## src/hw/rtl/dcc_pkg.sv

```systemverilog
package dcc_pkg;

  localparam int unsigned InDataW  = 40;
  localparam int unsigned OutDataW = 48;

  localparam logic [11:0] EPOCH_YEAR   = 12'd1970;
  // residues of the epoch year for the leap rule
  localparam logic [1:0]  EPOCH_MOD4   = 2'd2;
  localparam logic [6:0]  EPOCH_MOD100 = 7'd70;
  localparam logic [8:0]  EPOCH_MOD400 = 9'd370;
  localparam logic [6:0]  LAST_MOD100  = 7'd99;
  localparam logic [8:0]  LAST_MOD400  = 9'd399;
  localparam logic [8:0]  YEAR_LEN     = 9'd365;
  localparam logic [8:0]  LEAP_YEAR_LEN = 9'd366;
  localparam logic [3:0]  MONTH_FEB    = 4'd1;
  localparam logic [3:0]  MONTH_DEC    = 4'd11;

  typedef logic [1:0] step_t;
  localparam step_t STEP_LOAD  = 2'd0;
  localparam step_t STEP_YEAR  = 2'd1;
  localparam step_t STEP_MONTH = 2'd2;
  localparam step_t STEP_EMIT  = 2'd3;

  typedef enum logic [1:0] {
    COND_START      = 2'd0,
    COND_YEAR_DONE  = 2'd1,
    COND_MONTH_DONE = 2'd2,
    COND_OUT_FREE   = 2'd3
  } cond_e;

  // load and emit fire when the condition holds, the subtracts when it does not
  typedef struct packed {
    cond_e cond;
    step_t tgt_true;
    step_t tgt_false;
    logic  load;
    logic  sub_year;
    logic  sub_month;
    logic  emit;
  } uword_t;

  typedef struct packed {
    logic load;
    logic sub_year;
    logic sub_month;
  } dp_ctrl_t;

  typedef struct packed {
    logic year_done;
    logic month_done;
  } dp_stat_t;

  function automatic uword_t ucode_rom(input step_t step);
    uword_t w;
    w = '0;
    unique case (step)
      STEP_LOAD: begin
        w = '{cond: COND_START, tgt_true: STEP_YEAR, tgt_false: STEP_LOAD,
              load: 1'b1, sub_year: 1'b0, sub_month: 1'b0, emit: 1'b0};
      end
      STEP_YEAR: begin
        w = '{cond: COND_YEAR_DONE, tgt_true: STEP_MONTH, tgt_false: STEP_YEAR,
              load: 1'b0, sub_year: 1'b1, sub_month: 1'b0, emit: 1'b0};
      end
      STEP_MONTH: begin
        w = '{cond: COND_MONTH_DONE, tgt_true: STEP_EMIT, tgt_false: STEP_MONTH,
              load: 1'b0, sub_year: 1'b0, sub_month: 1'b1, emit: 1'b0};
      end
      STEP_EMIT: begin
        w = '{cond: COND_OUT_FREE, tgt_true: STEP_LOAD, tgt_false: STEP_EMIT,
              load: 1'b0, sub_year: 1'b0, sub_month: 1'b0, emit: 1'b1};
      end
    endcase
    return w;
  endfunction

  function automatic logic [4:0] month_len(input logic [3:0] mon, input logic leap);
    logic [4:0] len;
    case (mon) inside
      MONTH_FEB:                 len = leap ? 5'd29 : 5'd28;
      4'd3, 4'd5, 4'd8, 4'd10:   len = 5'd30;
      default:                   len = 5'd31;
    endcase
    return len;
  endfunction

endpackage

```

## src/hw/rtl/dcc_datapath.sv

```systemverilog
module dcc_datapath (
  input  logic               clk_i,
  input  dcc_pkg::dp_ctrl_t  ctrl_i,
  input  logic [5:0]         second_count_i,
  input  logic [5:0]         minute_count_i,
  input  logic [7:0]         hour_and_weekday_i,
  input  logic [15:0]        days_since_epoch_i,
  output dcc_pkg::dp_stat_t  stat_o,
  output logic [11:0]        year_value_o,
  output logic [3:0]         month_value_o,
  output logic [4:0]         day_of_month_value_o,
  output logic [4:0]         hour_value_o,
  output logic [2:0]         weekday_value_o,
  output logic [5:0]         minute_value_o,
  output logic [5:0]         second_value_o
);

  logic [15:0] rem_q, rem_d;
  logic [11:0] year_q, year_d;
  logic [1:0]  mod4_q, mod4_d;
  logic [6:0]  mod100_q, mod100_d;
  logic [8:0]  mod400_q, mod400_d;
  logic [3:0]  mon_q, mon_d;
  logic [5:0]  sec_q, min_q;
  logic [7:0]  hw_q;

  logic       leap;
  logic [8:0] ylen;
  logic [4:0] mlen;

  assign leap = (mod4_q == 2'd0) && ((mod100_q != 7'd0) || (mod400_q == 9'd0));
  assign ylen = leap ? dcc_pkg::LEAP_YEAR_LEN : dcc_pkg::YEAR_LEN;
  assign mlen = dcc_pkg::month_len(mon_q, leap);

  assign stat_o.year_done  = rem_q < {7'd0, ylen};
  assign stat_o.month_done = (mon_q == dcc_pkg::MONTH_DEC) || (rem_q < {11'd0, mlen});

  always_comb begin
    rem_d    = rem_q;
    year_d   = year_q;
    mod4_d   = mod4_q;
    mod100_d = mod100_q;
    mod400_d = mod400_q;
    mon_d    = mon_q;
    if (ctrl_i.load) begin
      rem_d    = days_since_epoch_i;
      year_d   = dcc_pkg::EPOCH_YEAR;
      mod4_d   = dcc_pkg::EPOCH_MOD4;
      mod100_d = dcc_pkg::EPOCH_MOD100;
      mod400_d = dcc_pkg::EPOCH_MOD400;
      mon_d    = 4'd0;
    end else if (ctrl_i.sub_year) begin
      rem_d    = rem_q - {7'd0, ylen};
      year_d   = year_q + 12'd1;
      mod4_d   = mod4_q + 2'd1;
      mod100_d = (mod100_q == dcc_pkg::LAST_MOD100) ? 7'd0 : mod100_q + 7'd1;
      mod400_d = (mod400_q == dcc_pkg::LAST_MOD400) ? 9'd0 : mod400_q + 9'd1;
    end else if (ctrl_i.sub_month) begin
      rem_d = rem_q - {11'd0, mlen};
      mon_d = mon_q + 4'd1;
    end
  end

  always_ff @(posedge clk_i) begin
    rem_q    <= rem_d;
    year_q   <= year_d;
    mod4_q   <= mod4_d;
    mod100_q <= mod100_d;
    mod400_q <= mod400_d;
    mon_q    <= mon_d;
    if (ctrl_i.load) begin
      sec_q <= second_count_i;
      min_q <= minute_count_i;
      hw_q  <= hour_and_weekday_i;
    end
  end

  assign year_value_o         = year_q;
  assign month_value_o        = mon_q + 4'd1;
  // day count left over is below 31 once the month walk stops
  assign day_of_month_value_o = rem_q[4:0] + 5'd1;
  assign hour_value_o         = hw_q[4:0];
  assign weekday_value_o      = hw_q[7:5];
  assign minute_value_o       = min_q;
  assign second_value_o       = sec_q;

endmodule

```

## src/hw/rtl/day_count_to_calendar_date.sv

```systemverilog
// Converts a real-time counter snapshot into a calendar date.
// Input stream (s_axis): one transfer carries seconds, minutes, the packed
// hour/weekday byte and a 16-bit count of days since 1970-01-01.
// Output stream (m_axis): one transfer per input with year, month, day of
// month, hour, weekday, minute and second.
// A small microcode program steps a shared subtract datapath: a load step,
// a year step that strips one whole year per pass until the final year
// check, a month step that strips one whole month per pass until the final
// month check, and a step to write the output register. The next input is
// taken in the cycle after the output register is written. The year walk
// dominates the conversion time.
// The output register holds its result while m_axis_tready_i is low; the
// next input can be converted meanwhile, and the program then waits in its
// final step until the register frees up.
// Reset clears the step counter and the output valid; the block is ready
// for input in the first cycle after reset.
module day_count_to_calendar_date (
  input  logic                          clk_i,
  input  logic                          rst_ni,
  input  logic                          s_axis_tvalid_i,
  output logic                          s_axis_tready_o,
  // second_count[5:0], minute_count[11:6], hour_and_weekday[19:12],
  // days_since_epoch[35:20], zero fill
  input  logic [dcc_pkg::InDataW-1:0]   s_axis_tdata_i,
  output logic                          m_axis_tvalid_o,
  input  logic                          m_axis_tready_i,
  // year_value[11:0], month_value[15:12], day_of_month_value[20:16],
  // hour_value[25:21], weekday_value[28:26], minute_value[34:29],
  // second_value[40:35], zero fill
  output logic [dcc_pkg::OutDataW-1:0]  m_axis_tdata_o
);

  dcc_pkg::step_t    step_q, step_d;
  dcc_pkg::uword_t   uword;
  dcc_pkg::dp_ctrl_t dp_ctrl;
  dcc_pkg::dp_stat_t dp_stat;
  logic              cond_true;
  logic              emit;
  logic              m_valid_q;
  logic [40:0]       m_data_q;

  logic [11:0] year_value;
  logic [3:0]  month_value;
  logic [4:0]  day_of_month_value;
  logic [4:0]  hour_value;
  logic [2:0]  weekday_value;
  logic [5:0]  minute_value;
  logic [5:0]  second_value;

  assign uword = dcc_pkg::ucode_rom(step_q);

  always_comb begin
    unique case (uword.cond)
      dcc_pkg::COND_START:      cond_true = s_axis_tvalid_i;
      dcc_pkg::COND_YEAR_DONE:  cond_true = dp_stat.year_done;
      dcc_pkg::COND_MONTH_DONE: cond_true = dp_stat.month_done;
      dcc_pkg::COND_OUT_FREE:   cond_true = !m_valid_q || m_axis_tready_i;
    endcase
  end

  assign step_d            = cond_true ? uword.tgt_true : uword.tgt_false;
  assign dp_ctrl.load      = uword.load && cond_true;
  assign dp_ctrl.sub_year  = uword.sub_year && !cond_true;
  assign dp_ctrl.sub_month = uword.sub_month && !cond_true;
  assign emit              = uword.emit && cond_true;

  assign s_axis_tready_o = uword.load;

  dcc_datapath u_datapath (
    .clk_i                (clk_i),
    .ctrl_i               (dp_ctrl),
    .second_count_i       (s_axis_tdata_i[5:0]),
    .minute_count_i       (s_axis_tdata_i[11:6]),
    .hour_and_weekday_i   (s_axis_tdata_i[19:12]),
    .days_since_epoch_i   (s_axis_tdata_i[35:20]),
    .stat_o               (dp_stat),
    .year_value_o         (year_value),
    .month_value_o        (month_value),
    .day_of_month_value_o (day_of_month_value),
    .hour_value_o         (hour_value),
    .weekday_value_o      (weekday_value),
    .minute_value_o       (minute_value),
    .second_value_o       (second_value)
  );

  always_ff @(posedge clk_i or negedge rst_ni) begin
    if (!rst_ni) begin
      step_q    <= dcc_pkg::STEP_LOAD;
      m_valid_q <= 1'b0;
    end else begin
      step_q <= step_d;
      if (emit) begin
        m_valid_q <= 1'b1;
      end else if (m_axis_tready_i) begin
        m_valid_q <= 1'b0;
      end
    end
  end

  always_ff @(posedge clk_i) begin
    if (emit) begin
      m_data_q <= {second_value, minute_value, weekday_value, hour_value,
                   day_of_month_value, month_value, year_value};
    end
  end

  assign m_axis_tvalid_o = m_valid_q;
  assign m_axis_tdata_o  = {{(dcc_pkg::OutDataW - 41){1'b0}}, m_data_q};

  a_load_starts_year_walk : assert property (
    @(posedge clk_i) disable iff (!rst_ni)
    (s_axis_tvalid_i && s_axis_tready_o) |=> (step_q == dcc_pkg::STEP_YEAR)
  ) else $error("input transfer did not start the year walk");

  a_emit_needs_free_slot : assert property (
    @(posedge clk_i) disable iff (!rst_ni)
    emit |-> (!m_valid_q || m_axis_tready_i)
  ) else $error("output register overwritten while a result waits");

  a_date_in_range : assert property (
    @(posedge clk_i) disable iff (!rst_ni)
    m_valid_q |-> (m_data_q[15:12] != 4'd0) && (m_data_q[15:12] <= 4'd12)
                  && (m_data_q[20:16] != 5'd0)
  ) else $error("emitted month or day out of range");

  a_no_input_while_busy : assert property (
    @(posedge clk_i) disable iff (!rst_ni)
    (step_q != dcc_pkg::STEP_LOAD) |-> !s_axis_tready_o
  ) else $error("input taken during a conversion");

endmodule

```

## config.mk

```make
export PLATFORM = sky130hd
export DESIGN_NAME = day_count_to_calendar_date
export DESIGN_NICKNAME = d
export VERILOG_FILES = /design/src/hw/rtl/dcc_pkg.sv /design/src/hw/rtl/dcc_datapath.sv /design/src/hw/rtl/day_count_to_calendar_date.sv
export SDC_FILE = /design/constraint.sdc
export NUM_CORES = 1
export LEC_CHECK = 0
export CORE_UTILIZATION = 60
export DETAILED_ROUTE_END_ITERATION = 10
export DONT_BUFFER_PORTS = 1
export GPL_TIMING_DRIVEN = 0
export PLACE_DENSITY = 0.76
export SYNTH_ARGS = -nofsm -noshare
export SYNTH_HDL_FRONTEND = slang
export SYNTH_SLANG_ARGS = --single-unit
```

## constraint.sdc

```tcl
create_clock -name clk_i -period 9.7 [get_ports clk_i]
set_input_delay 0.97 -clock clk_i [delete_from_list [all_inputs] [get_ports clk_i]]
set_output_delay 0.97 -clock clk_i [all_outputs]
set_load 0.02 [all_outputs]
```

==> metrics <==
die area=9430 um2; mean area per synthesized cell=11.12 um2; quantity of gates resized following cts=0; async set-reset flop share out of synthesis=2.632%; startpoint of the lowest-slack register-to-register path=u_datapath.mod100_q[2]$_SDFFE_PP1N_; placed inst area=5618 um2; number of fill cells in the layout=597; setup bufs post-CTS=0; EDFF count, synth=77; final std cell area, no fill=6230 um2; Chip Width=97.11 um; Layout Nets=581; half-perimeter wire length of the detailed placement result=7846 um; post-detailed-route DRC marker count=0; clock latency on the worst-skew pair=0.51 ns; Hold Vio Cnt, Final=0; Layout Utilization=71.43%; number of diodes added for antenna fixing=0; CTS max path bufs=2; TritonCTS clock tree=built; unrepaired setup endpoints after global routing=no; buffer type at the clock tree root=sky130_fd_sc_hd__clkbuf_8; drt wl/cell=19.21 um; #FFs+latches synth=114; synthesis warning total=0; number of distinct library cells after synthesis=59; setup tns final=0 ns; register area share after synthesis=56.52%; layout-stage area growth over the synthesis result=14.78%; Period Utilization, post-route=43.92%; Period minus WS final=4.260 ns; final setup violation count=0; Primary FF master, synth=sky130_fd_sc_hd__edfxtp_1; total standard cell area after synthesis=5428 um2; maximum vdd drop=0.1894 mV; endpoint class of the critical path=flop; CP Class=flop to flop; detailed-router iteration count before antenna repair=5; worst endpoint required time=9.95 ns; routed via count divided by cell count=6.309; quantity of I/O buffers inserted on ports=0; Power Total=2.226 mW; Reg2Reg Setup Slack=5.44 ns; number of levels in the clock H-tree=4; Max FO, Critical Path=10; CTS clk-pin slew, worst paths=0.06 ns; number of hold buffers added after cts=0; slew at the pin with the worst max-slew slack=0.8997 ns; residual overflow from global routing=0; power density cells=357.4 nW/um2; reported max-cap violation count=0; number of buffers created by CTS=17; critical path launch point=u_datapath.mod100_q[2]$_SDFFE_PP1N_; overall global routing resource usage=27.36%; number of global-route vias before repair=3,888; global-route wire length before repair=19,840 um; final WL=12,200 um; antenna violations before repair=0; final worst slack=5.440 ns; Routability Congestion=0.8395; worst path arrival time=4.51 ns; proportion of layout cells with a drive suffix above 1=10.63%; post-synthesis instance total=488; number of nets still failing antenna checks after routing=0; Die H=97.11 um; Final Skew=0.01009 ns; maximum number of pins on one net before global-route repair=38; Core Rows=34; via total after detailed routing=4,006; run status=completed; Ports=94; worst slew slack as a fraction of its limit=40.01%; max-slew violation count=0; top achievable clock speed=234.7 MHz; Critical Path Start Type=flop; initial standard-cell utilization of the core=62.24%; clk sink count=114; pre-CTS setup slack=5.536 ns; violation count after the first detailed-routing iteration=309; type of the tightest min-delay check=primary input to asynchronous set/reset pin; area of the core region=8721 um2; Leakage Power=2.292 nW
-- final cells by class --
class                           count  area (um2)  share of cell area (%)
Timing Repair Buffer                1       20.02                  0.3213
Sequential cell                   114        3068                   49.25
Multi-Input combinational cell    327        2157                   34.63
Clock inverter                     15       197.7                   3.173
Clock buffer                       17       414.1                   6.648
Buffer                             33       162.7                   2.611
Inverter                           20       75.07                   1.205
Tap cell                          108       135.1                   2.169
-- metal layers --
layer | vias up | part of all wire (%) | global-route usage (%)
met4 | 0 | 2.8 | 15.04
li1 | 1867 | - | -
met1 | 1901 | 40 | 33.77
met2 | 207 | 49 | 43.01
met3 | 31 | 8.2 | 8.417
met5 | - | 0 | 0
-- Yosys cell counts, types with 2 or more instances --
library cell                 n  area (um2)
sky130_fd_sc_hd__a31oi_1     4       25.02
sky130_fd_sc_hd__or2_2       3       18.77
sky130_fd_sc_hd__nor4_1      2       12.51
sky130_fd_sc_hd__nand2_1    34       127.6
sky130_fd_sc_hd__nor2_1     38       142.6
sky130_fd_sc_hd__nand3_1    28       140.1
sky130_fd_sc_hd__or3_1       4       25.02
sky130_fd_sc_hd__nand4_1     7       43.79
sky130_fd_sc_hd__nor2b_1     2       12.51
sky130_fd_sc_hd__dfrtp_1     3       75.07
sky130_fd_sc_hd__a21o_1      4       30.03
sky130_fd_sc_hd__o41ai_1     4       35.03
sky130_fd_sc_hd__buf_4       7       52.55
sky130_fd_sc_hd__a22oi_1     2       15.01
sky130_fd_sc_hd__edfxtp_1   77        2312
sky130_fd_sc_hd__o211ai_1    7       52.55
sky130_fd_sc_hd__o21ai_0    19       95.09
sky130_fd_sc_hd__inv_1      20       75.07
sky130_fd_sc_hd__xnor2_1    18       157.7
sky130_fd_sc_hd__and3_1     10       62.56
sky130_fd_sc_hd__o2111ai_1   4       35.03
sky130_fd_sc_hd__ha_1       21       262.8
sky130_fd_sc_hd__a211oi_1   11       82.58
sky130_fd_sc_hd__o22ai_1     2       12.51
sky130_fd_sc_hd__a211o_1     3       26.28
sky130_fd_sc_hd__a2111oi_0   3       26.28
sky130_fd_sc_hd__dfxtp_1    34       680.7
sky130_fd_sc_hd__or4_1       5       37.54
sky130_fd_sc_hd__buf_2       3       15.01
sky130_fd_sc_hd__fa_1        2       40.04
sky130_fd_sc_hd__o311ai_0    4       35.03
sky130_fd_sc_hd__a311oi_1    2       17.52
sky130_fd_sc_hd__nand2b_1    5       31.28
sky130_fd_sc_hd__xor2_1      5       43.79
sky130_fd_sc_hd__o31ai_1     4       30.03
sky130_fd_sc_hd__and2_1      6       37.54
sky130_fd_sc_hd__clkbuf_1   22       82.58
sky130_fd_sc_hd__nand4b_1    2       17.52
sky130_fd_sc_hd__nor3_1     12       60.06
sky130_fd_sc_hd__a21oi_1    24       120.1
sky130_fd_sc_hd__mux2i_1     2       20.02
sky130_fd_sc_hd__o221ai_1    2       17.52
-- through the flow --
step	hold WS [ns]	instances
after detailed placement	0.4045	603
after CTS	0.1375	635
after global placement	0.4002	602
final	0.1480	635
after floorplan	0.4003	494
after global routing	0.1190	635
-- logic make-up after synthesis --
logic type | count (synthesis) | synth area share, %
simple gates | 163 | 15.03
xor+xnor | 23 | 3.711
buf+inv | 53 | 4.357
other cells | 1 | 0.06909
fa+ha+maj | 23 | 5.579
mux | 3 | 0.5763
compound gates | 108 | 14.15
flops | 114 | 56.52
-- path summary, 6_finish.rpt --
path	cells past startpoint	endpoint
setup / recovery	13	u_datapath.rem_q[10]$_DFFE_PP_
hold / removal	0	step_q[0]$_DFF_PN0_
setup reg to reg	13	u_datapath.rem_q[10]$_DFFE_PP_
hold reg to reg	0	m_data_q[25]$_DFFE_PP_
max in group asynchronous	0	m_axis_tvalid_o$_DFFE_PN0P_
min in group clk_i	0	m_data_q[25]$_DFFE_PP_
-- worst max-delay path, stage by stage, from the launching register on --
cell and delay, ns:
sky130_fd_sc_hd__dfxtp_1 0.36, sky130_fd_sc_hd__nor3_1 0.37, sky130_fd_sc_hd__nand4_1 0.20, sky130_fd_sc_hd__nand2_1 0.24, sky130_fd_sc_hd__ha_1 0.23, sky130_fd_sc_hd__inv_1 0.06, sky130_fd_sc_hd__fa_1 0.38, sky130_fd_sc_hd__and3_1 0.23
sky130_fd_sc_hd__o311a_1 0.41, sky130_fd_sc_hd__nand2_1 0.12, sky130_fd_sc_hd__clkbuf_1 0.43, sky130_fd_sc_hd__nand2_1 0.44, sky130_fd_sc_hd__o41ai_1 0.37, sky130_fd_sc_hd__a211oi_1 0.13
-- report_power, final --
group | internal [mW] | switching, mW
sequential | 0.698 | 0.110
combinational | 0.275 | 0.506
clock | 0.399 | 0.237
-- layout by cell type (no fill, tap or decap), drive strengths merged, types with 5 or more instances in the layout --
cell type,Yosys,final
edfxtp,77,77
clkbuf,22,39
nor2,38,38
nand2,34,34
dfxtp,34,34
nand3,28,28
inv,20,27
a21oi,24,24
ha,21,21
o21ai,19,19
xnor2,18,18
nor3,12,12
buf,11,12
a211oi,11,11
and3,10,10
nand4,7,7
o211ai,7,7
conb,1,7
and2,6,6
or4,6,6
xor2,5,5
nand2b,5,5
-- flip-flops by register name, indices dropped and copies added, names as in the netlist --
name / cells
u_datapath.rem_q: 16
m_axis_tvalid_o: 1
u_datapath.mod4_q: 2
u_datapath.mod100_q: 7
u_datapath.hw_q: 8
u_datapath.mon_q: 4
u_datapath.second_value_o: 6
u_datapath.minute_value_o: 6
m_data_q: 41
step_q: 2
u_datapath.mod400_q: 9
u_datapath.year_value_o: 12
Note: power is estimated with default switching activity, not from simulation.
